**src/sv/nvts_pkg.sv**
```systemverilog
// ----------------------------------------------------------------------------
// nvts_pkg
// shared types and constants of the nearest value table search
// ----------------------------------------------------------------------------
package nvts_pkg;

    localparam int VALUE_W  = 32;
    localparam int ENTRY_W  = 8;
    localparam int RESULT_W = 9;
    localparam int SIZE_W   = 9;
    localparam int APB_AW   = 3;
    localparam int APB_DW   = 32;

    localparam logic [SIZE_W-1:0] SIZE_RESET = 9'd256;

    // register word index taken from paddr[2]
    localparam logic REG_TABLE_SIZE = 1'b0;

    typedef enum logic {
        OP_WRITE  = 1'b0,
        OP_SEARCH = 1'b1
    } t_op;

    typedef enum logic [2:0] {
        ST_IDLE,
        ST_LAST_CK,
        ST_FIRST_CK,
        ST_LOOP,
        ST_MID_CK,
        ST_NB_CK,
        ST_NEAR,
        ST_DONE
    } t_state;

endpackage

```
**src/sv/nvts_cfg.sv**
```systemverilog
// ----------------------------------------------------------------------------
// nvts_cfg
// apb register file holding the table size
// ----------------------------------------------------------------------------
module nvts_cfg (
    input  logic                        i_clk,
    input  logic                        i_rst_n,
    input  logic                        psel,
    input  logic                        penable,
    input  logic                        pwrite,
    input  logic [nvts_pkg::APB_AW-1:0] paddr,
    input  logic [nvts_pkg::APB_DW-1:0] pwdata,
    output logic [nvts_pkg::APB_DW-1:0] prdata,
    output logic                        pready,
    output logic [nvts_pkg::SIZE_W-1:0] o_table_size
);

    logic [nvts_pkg::SIZE_W-1:0] r_table_size;
    logic                        wr_size;

    assign wr_size = psel && penable && pwrite && (paddr[2] == nvts_pkg::REG_TABLE_SIZE);

    always_ff @(posedge i_clk) begin
        if (!i_rst_n) begin
            r_table_size <= nvts_pkg::SIZE_RESET;
        end else if (wr_size) begin
            r_table_size <= pwdata[nvts_pkg::SIZE_W-1:0];
        end
    end

    always_comb begin
        prdata = '0;
        if (paddr[2] == nvts_pkg::REG_TABLE_SIZE) begin
            prdata = nvts_pkg::APB_DW'(r_table_size);
        end
    end

    assign pready       = 1'b1;
    assign o_table_size = r_table_size;

endmodule

```
**config.mk**
```make
export PLATFORM = sky130hd
export DESIGN_NAME = nvts_cfg
export DESIGN_NICKNAME = d
export VERILOG_FILES = /design/src/sv/nvts_pkg.sv /design/src/sv/nvts_cfg.sv
export SDC_FILE = /design/constraint.sdc
export NUM_CORES = 1
export LEC_CHECK = 0
export ABC_AREA = 1
export BUFFER_PORTS_ARGS = -buffer_cell sky130_fd_sc_hd__buf_2
export CAP_MARGIN = 10
export CORE_MARGIN = 1
export CORE_UTILIZATION = 35
export DETAILED_ROUTE_END_ITERATION = 10
export PLACE_DENSITY = 0.95
export SLEW_MARGIN = 40
export SYNTH_ARGS = -nofsm -noshare
export SYNTH_HDL_FRONTEND = slang
export SYNTH_SLANG_ARGS = --single-unit
```
**constraint.sdc**
```tcl
create_clock -name i_clk -period 1.19 [get_ports i_clk]
set_clock_uncertainty 0.2 [all_clocks]
set_input_delay 0.0595 -clock i_clk [delete_from_list [all_inputs] [get_ports i_clk]]
set_output_delay 0.0595 -clock i_clk [all_outputs]
set_load 0.01 [all_outputs]
```
==> results.yml, run 1 <==
worst_hold_path:
  hold_class: "in -> reg"
global_routing:
  grt_pass1_wl_mm: 2.13
  grt.total_usage_pct: 14.1
  grt_overflow: 0
  grt_max_degree: 10
  antenna_found_initial: 0
  grt_pass1_vias: 529
finish:
  antenna_cells: 0
  seq_area_um2: 185
  layout.nets: 189
  drive_above_1_share_pct: 31.1
  multi_input_area_um2: 325
  fillers: 196
  fin_area_um2: 911
  syn_to_final_growth_pct: 30.0
  largest_register_ffs: 9
  finalCoreUtilization_pct: 50.6
logic_synthesis:
  yosysWarnings: 0
  syn_inst: 105
  synth_area_um2: 701
  synth_seq_cells: 9
  synth_cell_types: 13
  syn_area_per_cell_um2: 6.67
  yosysSeqAreaShare_pct: 25.7
power_and_ir_drop:
  peakVddDrop_uv: 484
  p_per_area_nw_per_um2: 815
  cellLeakagePower_nw: 0.552
timing:
  rsz0062_at_grt: "no"
  fin_crit_sh_pct: 93.6
  finalSetupTns_ns: 0
  setup_viol: 0
  min_period_ns: 1.11
  finalHoldViolCount: 0
  fmax_mhz: 898
  whs_ns: 0.0137
  final_max_slew_viol_count: 0
critical_path:
  crit_required_ns: 0.93
  r2r-start: "o_table_size[8]"
  cp_top_family: "flip-flops"
  crit_arrival_ns: 0.85
  critPathSlowestCell: "dfxtp_1"
  r2r_end: "o_table_size[8]"
  end_kind: "primary output"
  crit_path_cell_trace: "inv_1 -> nor2_1 -> buf_2"
  start_kind: "flop"
  criticalPathCategory: "reg -> out"
  reg2reg_setup_slack_ns: 0.40
  cp_num_buf_inv: 2
  cp-endpoint: "prdata[6]"
  cp_max_fo: 3
  startpoint: "o_table_size[6]"
  cpPeakStageDelay_ns: 0.35
  path_depth: 3
  r2r_cells: 2
die:
  coreArea_um2: 1800
  die_x_um: 46.7
  die-area_um2: 2180
  die_y_um: 46.7
  io_pins: 82
  rows: 15
  start_util_pct: 38.9
route:
  vias_per_cell: 3.72
  routedWlPerCell_um: 8.18
  ant_nets: 0
  drt_pass1_iterations: 2
  num_vias: 643
  routed_wl_mm: 1.42
  first_iter_violations: 5
  drc: 0
place:
  dpl_cell_area_um2: 779
  hpwl_um: 997
  gp_congestion: 0.629
  io_buffers: 32
cts:
  cts_max_path_buffers: 2
  clk_latency_ns: 0.26
  cts_buffers: 3
  cts_htree_levels: 1
  cts.sinks: 9
  post_cts_buffers: 0
  cts.clk_slew.worst_paths_ns: 0.06
  root_buffer: "clkbuf_4"
  cts_tree: "built"
flow_run:
  max_cap_violations: 0
run_status:
  outcome: "completed"
report_power, final:
| part | switching, mW | internal [mW] |
|---|---|---|
| logic | 0.111 | 0.0737 |
| registers | 0.00727 | 0.313 |
| clock network | 0.108 | 0.129 |
through the flow:
stage               std cells  power (mW)  setup slack [ns]
floorplan                 127       0.496             0.349
finish                    173       0.743            0.0761
detailed placement        159       0.485             0.164
global placement          159       0.482             0.189
CTS                       173       0.756            0.0534
global route              173       0.791           0.00120
cells in the final DEF, fill, tap and decap left out:
cell           synthesis  final
buf_4                 24      1
nor2_8                 2      2
dlygate4sd3_1          0     10
nand2_1                9      9
dfxtp_2                0      4
nor2_1                25     25
dfxtp_1                9      5
inv_2                  1      1
nand2_2                2      2
clkbuf_1               0      1
nand3_1                8      8
clkbuf_4               0      3
nand3_2                1      1
o21ai_0                1      1
conb_1                 2     24
buf_2                  0     32
inv_1                 19     19
area by class of cell:
type / instances / area share (%)
inverter: 20 / 8.24
timing repair buffer: 43 / 29.4
multi-input combinational: 72 / 35.7
sequential: 9 / 20.3
tap: 25 / 3.43
clock buffer: 4 / 2.88
cells in the mapped netlist:
master    n  area (um^2)
o21ai_0   1         5.00
nand2_2   2         12.5
dfxtp_1   9          180
nand2_1   9         33.8
buf_6     2         22.5
conb_1    2         7.51
buf_4    24          180
nor2_1   25         93.8
nand3_1   8         40.0
inv_1    19         71.3
nor2_8    2         40.0
inv_2     1         3.75
nand3_2   1         10.0
worst register-to-register path, stage by stage (launching register included):
cell	delay [ns]
dfxtp_1	0.32
o21ai_0	0.08
nand3_1	0.08
worst min-delay path by stage:
stage                     startpoint               to  depth (start not counted)  slack [ns]
after detailed placement   pwdata[8]  o_table_size[8]                          3        0.08
after global placement     pwdata[8]  o_table_size[8]                          3        0.08
after global routing            psel  o_table_size[8]                          4        0.03
after CTS                       psel  o_table_size[8]                          4       0.007
final                           psel  o_table_size[8]                          4        0.01
after floorplan            pwdata[8]  o_table_size[8]                          2       -0.01
cells by family (layout without fill, tap and decap cells):
kind of cell           after synthesis  count (layout)  synth area share, %
other                                2              24                 1.07
AO/OA/AOI/OAI                        1               1                0.714
AND/OR/NAND/NOR                     47              47                 32.9
flip-flops                           9               9                 25.7
buffers and inverters               46              67                 39.6
routing by layer:
metal / vias to the layer above / wire [um] / track usage (%)
met3: 2 / 70 / 2.31
met2: 27 / 823 / 26.1
met5: - / 0 / 0
li1: 341 / - / -
met4: 0 / 6 / 8.57
met1: 273 / 516 / 14.8
timing repair:
item / 4_1_cts / 5_1_grt
hold buffers: 10 / 0
setup endpoints to repair: 0 / 4
endpoints found under the hold margin: 9 / 0
gates resized for setup: 0 / 4
(Power assumes the default switching activity.)
==> inputs of run 2 (changes only) <==
--- a/config.mk
+++ b/config.mk
@@ -12,6 +12,7 @@
 export CORE_UTILIZATION = 35
 export DETAILED_ROUTE_END_ITERATION = 10
 export PLACE_DENSITY = 0.95
+export SETUP_SLACK_MARGIN = 0.1
 export SLEW_MARGIN = 40
 export SYNTH_ARGS = -nofsm -noshare
 export SYNTH_HDL_FRONTEND = slang
==> results.yml, run 2 (synthesized netlist as in run 1, its figures left out) <==
finish:
  antenna_cells: 0
  drive_above_1_share_pct: 40.0
  layout.nets: 191
  syn_to_final_growth_pct: 33.0
  layout_commonest_cell: "buf_2"
  layout_common_cells: "32 x buf_2, 25 x nor2_1, 24 x conb_1"
  largest_register_ffs: 9
  stdcell_count: 175
cts:
  cts_buffers: 3
  cts_htree_levels: 1
  cts.sinks: 9
  cts_max_path_buffers: 2
  cts_tree: "built"
  cts.clk_slew.worst_paths_ns: 0.06
  root_buffer: "clkbuf_4"
  clk_latency_ns: 0.26
place:
  gp_congestion: 0.629
  io_buffers: 32
  hpwl_um: 997
  dp_cells: 159
die:
  die-area_um2: 2180
  io_pins: 82
  coreArea_um2: 1800
  rows: 15
  die_x_um: 46.7
  die_y_um: 46.7
  start_util_pct: 38.9
timing:
  finalSetupTns_ns: 0
  fmax_mhz: 900
  min_period_ns: 1.11
  fin_crit_sh_pct: 93.4
  setup_viol: 0
  finalHoldViolCount: 0
  rsz0062_at_grt: "yes"
  final_max_slew_viol_count: 0
critical_path:
  cp_max_fo: 3
  criticalPathCategory: "reg -> out"
  cpPeakStageDelay_ns: 0.34
  end_kind: "primary output"
  cp_num_buf_inv: 2
  crit_arrival_ns: 0.85
  crit_path_cell_trace: "inv_1 -> nor2_1 -> buf_2"
  start_kind: "flop"
  crit_required_ns: 0.93
  critPathSlowestCell: "dfxtp_2"
  cp_top_family: "flip-flops"
route:
  routedWlPerCell_um: 8.21
  first_iter_violations: 4
  vias_per_cell: 3.71
  ant_nets: 0
  routed_wl_mm: 1.44
  drt_pass1_iterations: 2
  num_vias: 650
  drc: 0
global_routing:
  antenna_found_initial: 0
  grt_overflow: 0
  grt_pass1_vias: 533
  use_met1_pct: 14.8
  grt.met2_usage_pct: 26.4
  busiest_layer: "met2"
  grt_pass1_wl_mm: 2.14
  grt_max_degree: 10
  grt.total_usage_pct: 14.2
  grt_util_met3_pct: 2.31
worst_hold_path:
  hold_class: "in -> reg"
power_and_ir_drop:
  cellLeakagePower_nw: 0.562
  peakVddDrop_uv: 488
  p_per_area_nw_per_um2: 804
run_status:
  outcome: "completed"
flow_run:
  max_cap_violations: 0
run 2: worst paths after layout:
| kind | start | to | slack (ns) | depth (start not counted) |
|---|---|---|---|---|
| max | o_table_size[0] | prdata[0] | 0.08 | 3 |
| min | psel | o_table_size[8] | 0.01 | 4 |
| min reg2reg | o_table_size[0] | o_table_size[0] | 0.29 | 2 |
| max reg2reg | o_table_size[7] | o_table_size[7] | 0.30 | 3 |
run 2: area by class of cell:
class	instances	area, um^2
clock buffer	4	26.3
fill	191	870
inverter	20	75.1
multi-input combinational	72	325
sequential	9	191
tap	25	31.3
timing repair buffer	45	283
run 2: what timing repair did:
item                       in CTS  in global routing
setup endpoints to repair       9                  9
hold endpoints to repair        9                  0
setup buffers                   1                  1
resized for setup               9                  7
pin swaps                       0                  1
hold buffers                   10                  0
run 2: worst min-delay path, cell delays in order:
cell and delay [ns]:
buf_2 0.11, nand2_2 0.12, o21ai_0 0.09, nand3_1 0.06
run 2: power breakdown:
part / switching (mW) / internal [mW]
registers: 0.00859 / 0.314
clock network: 0.109 / 0.129
logic: 0.112 / 0.0768
run 2: metrics by stage:
| stage | util, % | setup WS (ns) | hold slack, ns | instance area [um^2] | total power [mW] |
|---|---|---|---|---|---|
| after floorplan | - | 0.349 | -0.0143 | 783 | 0.496 |
| after global placement | 43.3 | 0.189 | 0.0777 | 779 | 0.482 |
| after detailed placement | 43.3 | 0.164 | 0.0805 | 779 | 0.485 |
| after CTS | 51.3 | 0.0820 | 0.00670 | 925 | 0.759 |
| after global routing | 51.7 | 0.0237 | 0.0278 | 932 | 0.798 |
| final | 51.7 | 0.0791 | 0.0129 | 932 | 0.750 |
run 2: layer usage:
metal / vias up / share of wire [%] / wire length [um]
met4: 0 / 0.42 / 6
met3: 2 / 4.9 / 70
met2: 27 / 58 / 834
met5: - / 0 / 0
li1: 345 / - / -
met1: 276 / 37 / 526
