--- src/sv/nvts_pkg.sv ---
// ----------------------------------------------------------------------------
// nvts_pkg
// shared types and constants of the nearest value table search
// ----------------------------------------------------------------------------
package nvts_pkg;

    localparam int VALUE_W  = 32;
    localparam int ENTRY_W  = 8;
    localparam int RESULT_W = 9;
    localparam int SIZE_W   = 9;
    localparam int APB_AW   = 3;
    localparam int APB_DW   = 32;

    localparam logic [SIZE_W-1:0] SIZE_RESET = 9'd256;

    // register word index taken from paddr[2]
    localparam logic REG_TABLE_SIZE = 1'b0;

    typedef enum logic {
        OP_WRITE  = 1'b0,
        OP_SEARCH = 1'b1
    } t_op;

    typedef enum logic [2:0] {
        ST_IDLE,
        ST_LAST_CK,
        ST_FIRST_CK,
        ST_LOOP,
        ST_MID_CK,
        ST_NB_CK,
        ST_NEAR,
        ST_DONE
    } t_state;

endpackage

--- src/sv/nvts_req_if.sv ---
// ----------------------------------------------------------------------------
// nvts_req_if
// request channel: table write or nearest value search
// ----------------------------------------------------------------------------
interface nvts_req_if;

    logic                                valid;
    logic                                ready;
    logic                                operation;
    logic [nvts_pkg::ENTRY_W-1:0]        entry_index;
    logic signed [nvts_pkg::VALUE_W-1:0] value;

    modport source (output valid, output operation, output entry_index, output value,
                    input ready);
    modport sink   (input valid, input operation, input entry_index, input value,
                    output ready);

endinterface

--- src/sv/nvts_rsp_if.sv ---
// ----------------------------------------------------------------------------
// nvts_rsp_if
// response channel: index of the nearest entry
// ----------------------------------------------------------------------------
interface nvts_rsp_if;

    logic                          valid;
    logic                          ready;
    logic [nvts_pkg::RESULT_W-1:0] result_index;
    logic                          not_found;

    modport source (output valid, output result_index, output not_found, input ready);
    modport sink   (input valid, input result_index, input not_found, output ready);

endinterface

--- src/sv/nvts_ctrl.sv ---
// ----------------------------------------------------------------------------
// nvts_ctrl
// search sequencer: reads the table ram one entry per cycle, narrows the
// bracket and holds the response in an output register
// ----------------------------------------------------------------------------
module nvts_ctrl #(
    parameter int TABLE_DEPTH = 256
) (
    input  logic                                i_clk,
    input  logic                                i_rst_n,
    input  logic [nvts_pkg::SIZE_W-1:0]         i_table_size,
    nvts_req_if.sink                            i_req,
    nvts_rsp_if.source                          o_rsp,
    output logic                                o_ram_we,
    output logic [$clog2(TABLE_DEPTH)-1:0]      o_ram_waddr,
    output logic [nvts_pkg::VALUE_W-1:0]        o_ram_wdata,
    output logic [$clog2(TABLE_DEPTH)-1:0]      o_ram_raddr,
    input  logic [nvts_pkg::VALUE_W-1:0]        i_ram_rdata
);

    localparam int AW = $clog2(TABLE_DEPTH);
    localparam int CW = AW + 2;
    localparam int DW = nvts_pkg::VALUE_W + 1;

    nvts_pkg::t_state r_state, n_state;

    logic signed [CW-1:0]                r_lo, n_lo;
    logic signed [CW-1:0]                r_hi, n_hi;
    logic signed [CW-1:0]                r_mid, n_mid;
    logic signed [CW-1:0]                r_n, n_n;
    logic signed [CW-1:0]                r_pair, n_pair;
    logic signed [nvts_pkg::VALUE_W-1:0] r_x, n_x;
    logic signed [nvts_pkg::VALUE_W-1:0] r_m, n_m;
    logic signed [DW-1:0]                r_d_up, n_d_up;
    logic signed [DW-1:0]                r_d_lo, n_d_lo;
    logic                                r_dir_down, n_dir_down;
    logic [nvts_pkg::RESULT_W-1:0]       r_res_idx, n_res_idx;
    logic                                r_res_nf, n_res_nf;

    logic                                r_out_vld;
    logic [nvts_pkg::RESULT_W-1:0]       r_out_idx;
    logic                                r_out_nf;

    logic signed [CW-1:0]                size_eff;
    logic signed [CW-1:0]                mid_calc;
    logic signed [nvts_pkg::VALUE_W-1:0] rd;
    logic                                acc;
    logic                                out_load;
    logic                                x_lt_rd;
    logic                                x_gt_rd;
    logic                                loop_go;
    logic                                nb_hit;

    assign rd       = $signed(i_ram_rdata);
    assign x_lt_rd  = r_x < rd;
    assign x_gt_rd  = r_x > rd;
    assign acc      = i_req.valid && i_req.ready;
    assign out_load = (r_state == nvts_pkg::ST_DONE) && (!r_out_vld || o_rsp.ready);
    assign mid_calc = (r_lo + r_hi) >>> 1;
    assign loop_go  = r_lo < r_hi;
    assign nb_hit   = r_dir_down ? x_gt_rd : x_lt_rd;

    // table size limited to the range 1 .. depth
    always_comb begin
        if (int'(i_table_size) > TABLE_DEPTH) begin
            size_eff = CW'(TABLE_DEPTH);
        end else if (i_table_size == '0) begin
            size_eff = CW'(1);
        end else begin
            size_eff = CW'(i_table_size);
        end
    end

    // next state
    always_comb begin
        n_state = r_state;
        case (r_state)
            nvts_pkg::ST_IDLE: begin
                if (acc && (i_req.operation == nvts_pkg::OP_SEARCH)) begin
                    n_state = nvts_pkg::ST_LAST_CK;
                end
            end
            nvts_pkg::ST_LAST_CK: begin
                n_state = x_gt_rd ? nvts_pkg::ST_FIRST_CK : nvts_pkg::ST_DONE;
            end
            nvts_pkg::ST_FIRST_CK: begin
                n_state = x_lt_rd ? nvts_pkg::ST_LOOP : nvts_pkg::ST_DONE;
            end
            nvts_pkg::ST_LOOP: begin
                n_state = loop_go ? nvts_pkg::ST_MID_CK : nvts_pkg::ST_DONE;
            end
            nvts_pkg::ST_MID_CK: begin
                if (x_lt_rd) begin
                    n_state = (r_mid < r_hi) ? nvts_pkg::ST_NB_CK : nvts_pkg::ST_LOOP;
                end else if (x_gt_rd) begin
                    n_state = (r_mid > 0) ? nvts_pkg::ST_NB_CK : nvts_pkg::ST_LOOP;
                end else begin
                    n_state = nvts_pkg::ST_DONE;
                end
            end
            nvts_pkg::ST_NB_CK: begin
                n_state = nb_hit ? nvts_pkg::ST_NEAR : nvts_pkg::ST_LOOP;
            end
            nvts_pkg::ST_NEAR: begin
                n_state = nvts_pkg::ST_DONE;
            end
            nvts_pkg::ST_DONE: begin
                if (out_load) begin
                    n_state = nvts_pkg::ST_IDLE;
                end
            end
            default: begin
                n_state = nvts_pkg::ST_IDLE;
            end
        endcase
    end

    // datapath and ram control
    always_comb begin
        n_lo       = r_lo;
        n_hi       = r_hi;
        n_mid      = r_mid;
        n_n        = r_n;
        n_pair     = r_pair;
        n_x        = r_x;
        n_m        = r_m;
        n_d_up     = r_d_up;
        n_d_lo     = r_d_lo;
        n_dir_down = r_dir_down;
        n_res_idx  = r_res_idx;
        n_res_nf   = r_res_nf;
        o_ram_raddr = AW'(r_mid);
        o_ram_we    = 1'b0;
        case (r_state)
            nvts_pkg::ST_IDLE: begin
                o_ram_we    = acc && (i_req.operation == nvts_pkg::OP_WRITE)
                              && (int'(i_req.entry_index) < TABLE_DEPTH);
                o_ram_raddr = AW'(size_eff - CW'(1));
                n_x         = i_req.value;
                n_n         = size_eff;
                n_lo        = '0;
                n_hi        = size_eff - CW'(1);
                n_res_nf    = 1'b0;
            end
            nvts_pkg::ST_LAST_CK: begin
                o_ram_raddr = '0;
                n_res_idx   = nvts_pkg::RESULT_W'(r_hi);
            end
            nvts_pkg::ST_FIRST_CK: begin
                n_res_idx = '0;
            end
            nvts_pkg::ST_LOOP: begin
                n_mid       = mid_calc;
                o_ram_raddr = AW'(mid_calc);
                n_res_idx   = nvts_pkg::RESULT_W'(r_n);
                n_res_nf    = !loop_go;
            end
            nvts_pkg::ST_MID_CK: begin
                n_m       = rd;
                n_res_idx = nvts_pkg::RESULT_W'(r_mid);
                if (x_lt_rd) begin
                    n_dir_down  = 1'b1;
                    o_ram_raddr = AW'(r_mid + CW'(1));
                    n_lo        = r_mid + CW'(1);
                end else if (x_gt_rd) begin
                    n_dir_down  = 1'b0;
                    o_ram_raddr = AW'(r_mid - CW'(1));
                    n_hi        = r_mid - CW'(1);
                end
            end
            nvts_pkg::ST_NB_CK: begin
                if (r_dir_down) begin
                    n_pair = r_mid;
                    n_d_up = DW'(r_m) - DW'(r_x);
                    n_d_lo = DW'(r_x) - DW'(rd);
                end else begin
                    n_pair = r_mid - CW'(1);
                    n_d_up = DW'(rd) - DW'(r_x);
                    n_d_lo = DW'(r_x) - DW'(r_m);
                end
            end
            nvts_pkg::ST_NEAR: begin
                if (r_d_up >= r_d_lo) begin
                    n_res_idx = nvts_pkg::RESULT_W'(r_pair + CW'(1));
                end else begin
                    n_res_idx = nvts_pkg::RESULT_W'(r_pair);
                end
            end
            default: begin
            end
        endcase
    end

    assign o_ram_waddr = AW'(i_req.entry_index);
    assign o_ram_wdata = i_req.value;

    always_ff @(posedge i_clk) begin
        if (!i_rst_n) begin
            r_state   <= nvts_pkg::ST_IDLE;
            r_out_vld <= 1'b0;
        end else begin
            r_state <= n_state;
            if (out_load) begin
                r_out_vld <= 1'b1;
            end else if (o_rsp.ready) begin
                r_out_vld <= 1'b0;
            end
        end
    end

    always_ff @(posedge i_clk) begin
        r_lo       <= n_lo;
        r_hi       <= n_hi;
        r_mid      <= n_mid;
        r_n        <= n_n;
        r_pair     <= n_pair;
        r_x        <= n_x;
        r_m        <= n_m;
        r_d_up     <= n_d_up;
        r_d_lo     <= n_d_lo;
        r_dir_down <= n_dir_down;
        r_res_idx  <= n_res_idx;
        r_res_nf   <= n_res_nf;
        if (out_load) begin
            r_out_idx <= r_res_idx;
            r_out_nf  <= r_res_nf;
        end
    end

    assign i_req.ready        = (r_state == nvts_pkg::ST_IDLE);
    assign o_rsp.valid        = r_out_vld;
    assign o_rsp.result_index = r_out_idx;
    assign o_rsp.not_found    = r_out_nf;

    a_no_write_in_search: assert property (@(posedge i_clk) disable iff (!i_rst_n)
        (r_state != nvts_pkg::ST_IDLE) |-> !o_ram_we)
        else $error("table write while a search is running");

    a_mid_in_bracket: assert property (@(posedge i_clk) disable iff (!i_rst_n)
        (r_state == nvts_pkg::ST_MID_CK) |-> (r_mid >= r_lo) && (r_mid <= r_hi))
        else $error("probe outside the search bracket");

    a_hi_below_size: assert property (@(posedge i_clk) disable iff (!i_rst_n)
        (r_state == nvts_pkg::ST_LOOP) |-> (r_hi < r_n) && (r_lo >= 0))
        else $error("search bracket left the entries in use");

    a_done_holds: assert property (@(posedge i_clk) disable iff (!i_rst_n)
        (r_state == nvts_pkg::ST_DONE) && !out_load |=> (r_state == nvts_pkg::ST_DONE))
        else $error("finished result dropped while output is full");

endmodule

--- src/flat_wrapper.sv ---
// flat-port wrapper written by rule: the top's interface ports become plain ports
module nvts_ctrl_flat 
#(
    parameter int TABLE_DEPTH = 256
)
  (i_clk, i_rst_n, i_table_size, o_ram_we, o_ram_waddr, o_ram_wdata, o_ram_raddr, i_ram_rdata, i_req_valid, i_req_operation, i_req_entry_index, i_req_value, i_req_ready, o_rsp_valid, o_rsp_result_index, o_rsp_not_found, o_rsp_ready);
  nvts_req_if i_req_i ();
  nvts_rsp_if o_rsp_i ();
  input  logic i_clk;
  input  logic i_rst_n;
  input  logic [nvts_pkg::SIZE_W-1:0] i_table_size;
  output logic o_ram_we;
  output logic [$clog2(TABLE_DEPTH)-1:0] o_ram_waddr;
  output logic [nvts_pkg::VALUE_W-1:0] o_ram_wdata;
  output logic [$clog2(TABLE_DEPTH)-1:0] o_ram_raddr;
  input  logic [nvts_pkg::VALUE_W-1:0] i_ram_rdata;
  input wire logic [$bits(i_req_i.valid)-1:0] i_req_valid;
  input wire logic [$bits(i_req_i.operation)-1:0] i_req_operation;
  input wire logic [$bits(i_req_i.entry_index)-1:0] i_req_entry_index;
  input wire logic [$bits(i_req_i.value)-1:0] i_req_value;
  output wire logic [$bits(i_req_i.ready)-1:0] i_req_ready;
  output wire logic [$bits(o_rsp_i.valid)-1:0] o_rsp_valid;
  output wire logic [$bits(o_rsp_i.result_index)-1:0] o_rsp_result_index;
  output wire logic [$bits(o_rsp_i.not_found)-1:0] o_rsp_not_found;
  input wire logic [$bits(o_rsp_i.ready)-1:0] o_rsp_ready;
  assign i_req_i.valid = i_req_valid;
  assign i_req_i.operation = i_req_operation;
  assign i_req_i.entry_index = i_req_entry_index;
  assign i_req_i.value = i_req_value;
  assign i_req_ready = i_req_i.ready;
  assign o_rsp_valid = o_rsp_i.valid;
  assign o_rsp_result_index = o_rsp_i.result_index;
  assign o_rsp_not_found = o_rsp_i.not_found;
  assign o_rsp_i.ready = o_rsp_ready;
  nvts_ctrl #(.TABLE_DEPTH(TABLE_DEPTH)) u_core (.i_clk(i_clk), .i_rst_n(i_rst_n), .i_table_size(i_table_size), .i_req(i_req_i), .o_rsp(o_rsp_i), .o_ram_we(o_ram_we), .o_ram_waddr(o_ram_waddr), .o_ram_wdata(o_ram_wdata), .o_ram_raddr(o_ram_raddr), .i_ram_rdata(i_ram_rdata));
endmodule
--- config.mk ---
export PLATFORM = sky130hd
export DESIGN_NAME = nvts_ctrl_flat
export DESIGN_NICKNAME = d
export VERILOG_FILES = /design/src/sv/nvts_pkg.sv /design/src/sv/nvts_req_if.sv /design/src/sv/nvts_rsp_if.sv /design/src/sv/nvts_ctrl.sv /design/src/flat_wrapper.sv
export SDC_FILE = /design/constraint.sdc
export NUM_CORES = 1
export LEC_CHECK = 0
export ABC_AREA = 1
export CORE_MARGIN = 2
export CORE_UTILIZATION = 45
export CTS_BUF_LIST = sky130_fd_sc_hd__clkbuf_8 sky130_fd_sc_hd__clkbuf_16
export DETAILED_ROUTE_END_ITERATION = 6
export DONT_BUFFER_PORTS = 1
export SYNTH_ARGS = -nofsm -noshare
export SYNTH_HDL_FRONTEND = slang
export SYNTH_SLANG_ARGS = --single-unit
--- constraint.sdc ---
create_clock -name i_clk -period 5.2 [get_ports i_clk]
set_input_delay 1.04 -clock i_clk [delete_from_list [all_inputs] [get_ports i_clk]]
set_output_delay 1.04 -clock i_clk [all_outputs]
set_load 0.005 [all_outputs]
==> results of run 1 <==
==> flip-flops by register name, indices dropped and copies added (netlist names) <==
| signal | flops |
|---|---|
| u_core.r_n | 9 |
| u_core.o_rsp.valid | 1 |
| u_core.o_rsp.result_index | 9 |
| u_core.r_m | 32 |
| u_core.r_d_lo | 33 |
| u_core.r_state | 3 |
| u_core.r_res_idx | 9 |
| u_core.r_res_nf | 1 |
| u_core.r_hi | 10 |
| u_core.r_lo | 10 |
| u_core.o_rsp.not_found | 1 |
| u_core.r_d_up | 33 |
| u_core.r_pair | 9 |
| u_core.r_mid | 9 |
| u_core.r_dir_down | 1 |
| u_core.r_x | 32 |
==> cell type report <==
cell class	count	area [µm²]	share of cell area
multi-input combinational	1441	8530	0.491
timing repair buffer	13	110	0.00634
sequential	202	6030	0.347
tap	461	577	0.0332
clock buffer	27	676	0.0389
inverter	312	1170	0.0676
clock inverter	20	277	0.0159
==> cells in the mapped netlist (11+ instances only) <==
library cell / number / share of area
a21oi_1: 172 / 0.053
nand4_1: 31 / 0.012
inv_1: 305 / 0.071
o21bai_1: 15 / 0.0070
edfxtp_1: 198 / 0.37
clkbuf_1: 23 / 0.0054
xnor2_1: 27 / 0.015
xor2_1: 50 / 0.027
o21ai_1: 14 / 0.0043
nor2_1: 169 / 0.039
o21ai_0: 152 / 0.047
nand3_1: 66 / 0.020
buf_4: 41 / 0.019
nor3_1: 25 / 0.0078
o211ai_1: 11 / 0.0051
nand2_1: 414 / 0.096
a21o_1: 18 / 0.0084
ha_1: 160 / 0.12
nand2_2: 12 / 0.0047
==> power groups by stage <==
stage / logic, mW / clock network [mW] / registers, mW
floorplan: 4.93 / 0 / 2.86
global placement: 6.82 / 0 / 3.05
detailed placement: 6.85 / 0 / 3.06
CTS: 6.89 / 2.05 / 3.03
global route: 7.78 / 2.11 / 3.07
finish: 6.96 / 2.01 / 3.03
==> metal layers <==
metal / up-vias / global-route usage
li1: 6755 / -
met1: 6324 / 0.338
met2: 381 / 0.424
met3: 69 / 0.0296
met4: 0 / 0.0783
met5: - / 0
==> cells by family after synthesis <==
group	Yosys count	synth area share
compound gates	439	0.153
xor+xnor	77	0.0418
buf+inv	381	0.0989
mux	3	0.00186
fa+ha+maj	164	0.129
flops	202	0.373
simple gates	758	0.202
==> path summary, 6_finish.rpt <==
check / cells past startpoint / slack, ns / end / from
worst max-delay path: 13 / 0.84 / o_ram_raddr[5] / i_ram_rdata[31]
worst min-delay path: 0 / 0.42 / u_core.o_rsp.result_index[3] / u_core.r_res_idx[3]
worst max register to register: 14 / 1.35 / u_core.r_d_up[32] / u_core.r_dir_down
worst min register to register: 0 / 0.42 / u_core.o_rsp.result_index[3] / u_core.r_res_idx[3]
==> per-stage QoR <==
stage | cell area, µm² | total power [mW]
after floorplan | 16100 | 7.79
after global placement | 16400 | 9.87
after detailed placement | 16400 | 9.91
after CTS | 17400 | 12.0
after global routing | 17400 | 13.0
final | 17400 | 12.0
==> flow_metrics.tcl, run 1 <==
set metrics [dict create \
    clk-insertion-delay-late_ns 0.57 \
    rsz0062_at_grt "false" \
    max-cap-violations 0 \
    dieArea_mm2 0.0374 \
    cts_tree "done" \
    core-area_mm2 0.0355 \
    seq_area_frac_synth 0.373 \
    cts_buffer_depth 3 \
    min_period_ns 4.36 \
    timing.critical_path.buf_inv 3 \
    cp_slowest_cell "ha_1" \
    place_ws_ns 0.811 \
    ys.flop_type "edfxtp_1" \
    viasPerCell 5.46 \
    port-buffer-count 0 \
    dpl.hpwl_mm 38.2 \
    pwr-share-clk 0.168 \
    met1_length_mm 21.1 \
    dp_cells 2429 \
    nets 2247 \
    p_sw_mw 5.82 \
    grt_pass1_wl_mm 73.9 \
    wl_met2_mm 22.4 \
    crit_fanout 10 \
    drv_slew 0 \
    slowest_delay_ns 0.60 \
    drc 0 \
    required_ns 4.16 \
    fin_setup_tns_ns 0 \
    power.internal_mw 6.18 \
    postSynthAreaPerCell_um2 7.97 \
    fill_cells 3451 \
    syn_area_mm2 0.0161 \
    synth_seq_cells 202 \
    clkTransAtPathRegs_ns 0.05 \
    grt_max_degree 76 \
    htreeDepth 1 \
    netlist_instances 2024 \
    cts.sinks 202 \
    worstSetupPathType "input port to output pin" \
    startpoint_type "input port" \
    path_cells "inv_1, ha_1, inv_1, nor4_1, and3_1, nand2_1, nand3_4, inv_4, nand2_1, nand2_1, nor2_1, nor2_1, nor2_1" \
    num_vias 13500 \
    final_common_cell "nand2_1" \
    utilization 0.489 \
    final-hold-violation-count 0 \
    wl_per_cell_um 19.2 \
    critical-path-top-delay-family "simple AND/OR/NAND/NOR gates" \
    yosys_warnings 0 \
    end_kind "output pin" \
    synthArstFlopShare 0 \
    outcome "finished clean" \
    cts_hold_buffers 0 \
    io_pins 147 \
    synth_edf_count 198 \
    layout_common_cells "nand2_1, inv_1, edfxtp_1, a21oi_1, nor2_1" \
    stdcell_count 2476 \
    root_buffer "clkbuf_16" \
    p_per_area_mw_per_mm2 691 \
    setup_slack_ns 0.843 \
    post_cts_buffers 0 \
    initial_core_util 0.455 \
    relSlewSlack 0.402 \
    place.gp.congestion 0.933 \
    drive_gt1_frac 0.0496 \
    cts_resized 0 \
    grt_use_total 0.252 \
    antenna_found_initial 0 \
    finClkSkew_ns 0.0318 \
    clock.fmax_mhz 230 \
    synthDistinctLibCells 58 \
    overflow 0 \
    critPathArrivalTime_ns 3.32 \
    dr_wl_met3_mm 2.51 \
    finalSetupViolations 0 \
    syn2layout_area_growth_pct 7.63 \
    grt_pass1_vias 13100 \
    max_slew.worst_pin.slew_ns 0.894 \
    ant_nets 0 \
    min-delay-path-class "register to register" \
    p_comb_frac 0.580 \
    routed.top_layer "met4" \
    n_antenna_cell 0 \
    p_sw_frac 0.485 \
    ir_worst_vdd_mv 0.343 \
    cellLeakagePower_nw 7.95 \
    seq_power_share 0.252 \
    drt_wl_total_mm 47.4 \
    synth_nets 2274 \
    timing.final.crit_share 0.838 \
    worst_hold_slack_ns 0.417 \
    die_y_um 193 \
    row_count 69 \
    drtPass1Iterations 5 \
    drt-initial-drc-count 955 \
    dieWidth_um 193 \
    cts_buffers 27 \
]
Power figures use the tool's default switching activity.
==> run 2, diff against run 1 <==
clock period = 4.5 ns   (was 5.2 ns; I/O delays follow)
==> run 2 against run 1 <==
Compared with the run above: routed wire length is essentially flat; total power grew 14%; sequential share of layout area grew 0.13 points; critical path type is now register to output pin; final area shrank 0.38%; sequential power grew 14%; clock power is essentially flat.
==> flow_metrics.tcl, run 2 (same netlist as run 1, synthesis figures left out) <==
set metrics [dict create \
    outcome "finished clean" \
    root_buffer "clkbuf_16" \
    worstSetupPathType "register to output pin" \
    cts.sinks 202 \
    drc 0 \
    p_per_area_mw_per_mm2 794 \
    min-delay-path-class "register to register" \
    min_period_ns 4.20 \
    crit_fanout 6 \
    clock.fmax_mhz 238 \
    worst_hold_slack_ns 0.418 \
    stdcell_count 2481 \
    drt-initial-drc-count 1071 \
    required_ns 3.60 \
    drt_wl_total_mm 47.5 \
    grt_pass1_wl_mm 73.2 \
    cellLeakagePower_nw 7.94 \
    dpl.hpwl_mm 38.4 \
    reg_top3 "u_core.r_d_lo (33), u_core.r_d_up (33)" \
    cts_tree "done" \
    n_antenna_cell 0 \
    critPathLaunch "u_core.r_x[16]" \
    syn2layout_area_growth_pct 7.22 \
    ir_worst_vdd_mv 0.484 \
    relSlewSlack 0.332 \
    row_count 69 \
    setup_slack_ns 0.300 \
    wl_per_cell_um 19.1 \
    final_common_cell "nand2_1" \
    finalSetupViolations 0 \
    final-hold-violation-count 0 \
    layout_common_cells "nand2_1, inv_1, edfxtp_1, a21oi_1, nor2_1" \
    place_ws_ns 0.459 \
    placed_cell_area_mm2 0.0165 \
    antenna_found_initial 0 \
    dp_cells 2435 \
    clk-insertion-delay-late_ns 0.56 \
    grt_use_total 0.248 \
    num_vias 13800 \
    core-area_mm2 0.0355 \
    finalPower_mw 13.7 \
    ant_nets 0 \
    nets 2251 \
    cts_buffers 25 \
    fin_setup_tns_ns 0 \
    r2r_cells 12 \
    slowest_delay_ns 0.44 \
    htreeDepth 1 \
    die_y_um 193 \
    max_slew.worst_pin.slew_ns 0.999 \
    cp_slowest_cell "edfxtp_1" \
    overflow 0 \
    r2r_setup_slack_ns 0.80 \
    timing.final.crit_share 0.933 \
    dieWidth_um 193 \
    drtPass1Iterations 5 \
    fill_cells 3439 \
    cts_resized 0 \
    place.gp.congestion 0.964 \
    viasPerCell 5.56 \
    drive_gt1_frac 0.0525 \
    startpoint_type "register" \
    cts_buffer_depth 3 \
    utilization 0.488 \
    path_cells "ha_1, a21oi_1, o21ai_0, a21oi_2, nand2_4, nand2_2, nand3_1, nand2_2, nand4_1, o21ai_0, a21oi_1, nor2_1" \
    grt_max_degree 55 \
    final_area_mm2 0.0173 \
    clkTransAtPathRegs_ns 0.06 \
    drv_slew 0 \
    grt_pass1_vias 13300 \
    io_pins 147 \
    max-cap-violations 0 \
    end_kind "output pin" \
    rsz0062_at_grt "false" \
    dieArea_mm2 0.0374 \
    r2r_end "u_core.r_d_up[18]" \
    critPathArrivalTime_ns 3.30 \
    worstSetupEndpoint "o_ram_raddr[1]" \
    cts_hold_buffers 0 \
    timing.rr.start "u_core.r_dir_down" \
    initial_core_util 0.455 \
    finClkSkew_ns 0.0155 \
    port-buffer-count 0 \
    post_cts_buffers 0 \
]
[run 2: cell type report]
type	count	area [µm²]	area share
repair buffers	19	168	0.00969
clock buffers	29	681	0.0393
inverters	312	1170	0.0678
flip-flops and latches	202	6030	0.348
well taps	461	577	0.0333
clock inverters	17	148	0.00853
multi-input cells	1441	8530	0.493
[run 2: critical path, delay by kind of cell (launching register included)]
family	cells	cell delay [ns]
and+or+nand+nor	6	0.99
AOI/OAI and AO/OA	5	0.92
adders and majority gates	1	0.38
DFF	1	0.44
[run 2: worst min-delay path by stage]
stage                   startpoint                            to  slack [ns]  cells after the start
3_3_place_gp   u_core.r_res_idx[4]  u_core.o_rsp.result_index[4]        0.40                      0
5_1_grt             i_req_value[7]                 u_core.r_x[7]        0.41                      0
2_1_floorplan      u_core.r_res_nf        u_core.o_rsp.not_found        0.40                      0
6_report           u_core.r_res_nf        u_core.o_rsp.not_found        0.42                      0
4_1_cts            i_req_value[17]                u_core.r_x[17]        0.41                      0
3_5_place_dp       u_core.r_res_nf        u_core.o_rsp.not_found        0.40                      0
[run 2: routing by layer]
metal  vias to the layer above  wire length (µm)  part of all wire  global-route usage
met3                       100              2570             0.054              0.0289
met5                         -                 0                 0                   0
met2                       481             22200              0.47               0.415
met1                      6461             20800              0.44               0.330
li1                       6759                 -                 -                   -
met4                         0              1900             0.040              0.0961
[run 2: where the power goes]
part,internal [mW],switching (mW),leakage [nW]
Clock,1.19,0.827,0.423
Sequential,3.05,0.408,1.90
Combinational,2.65,5.60,5.62
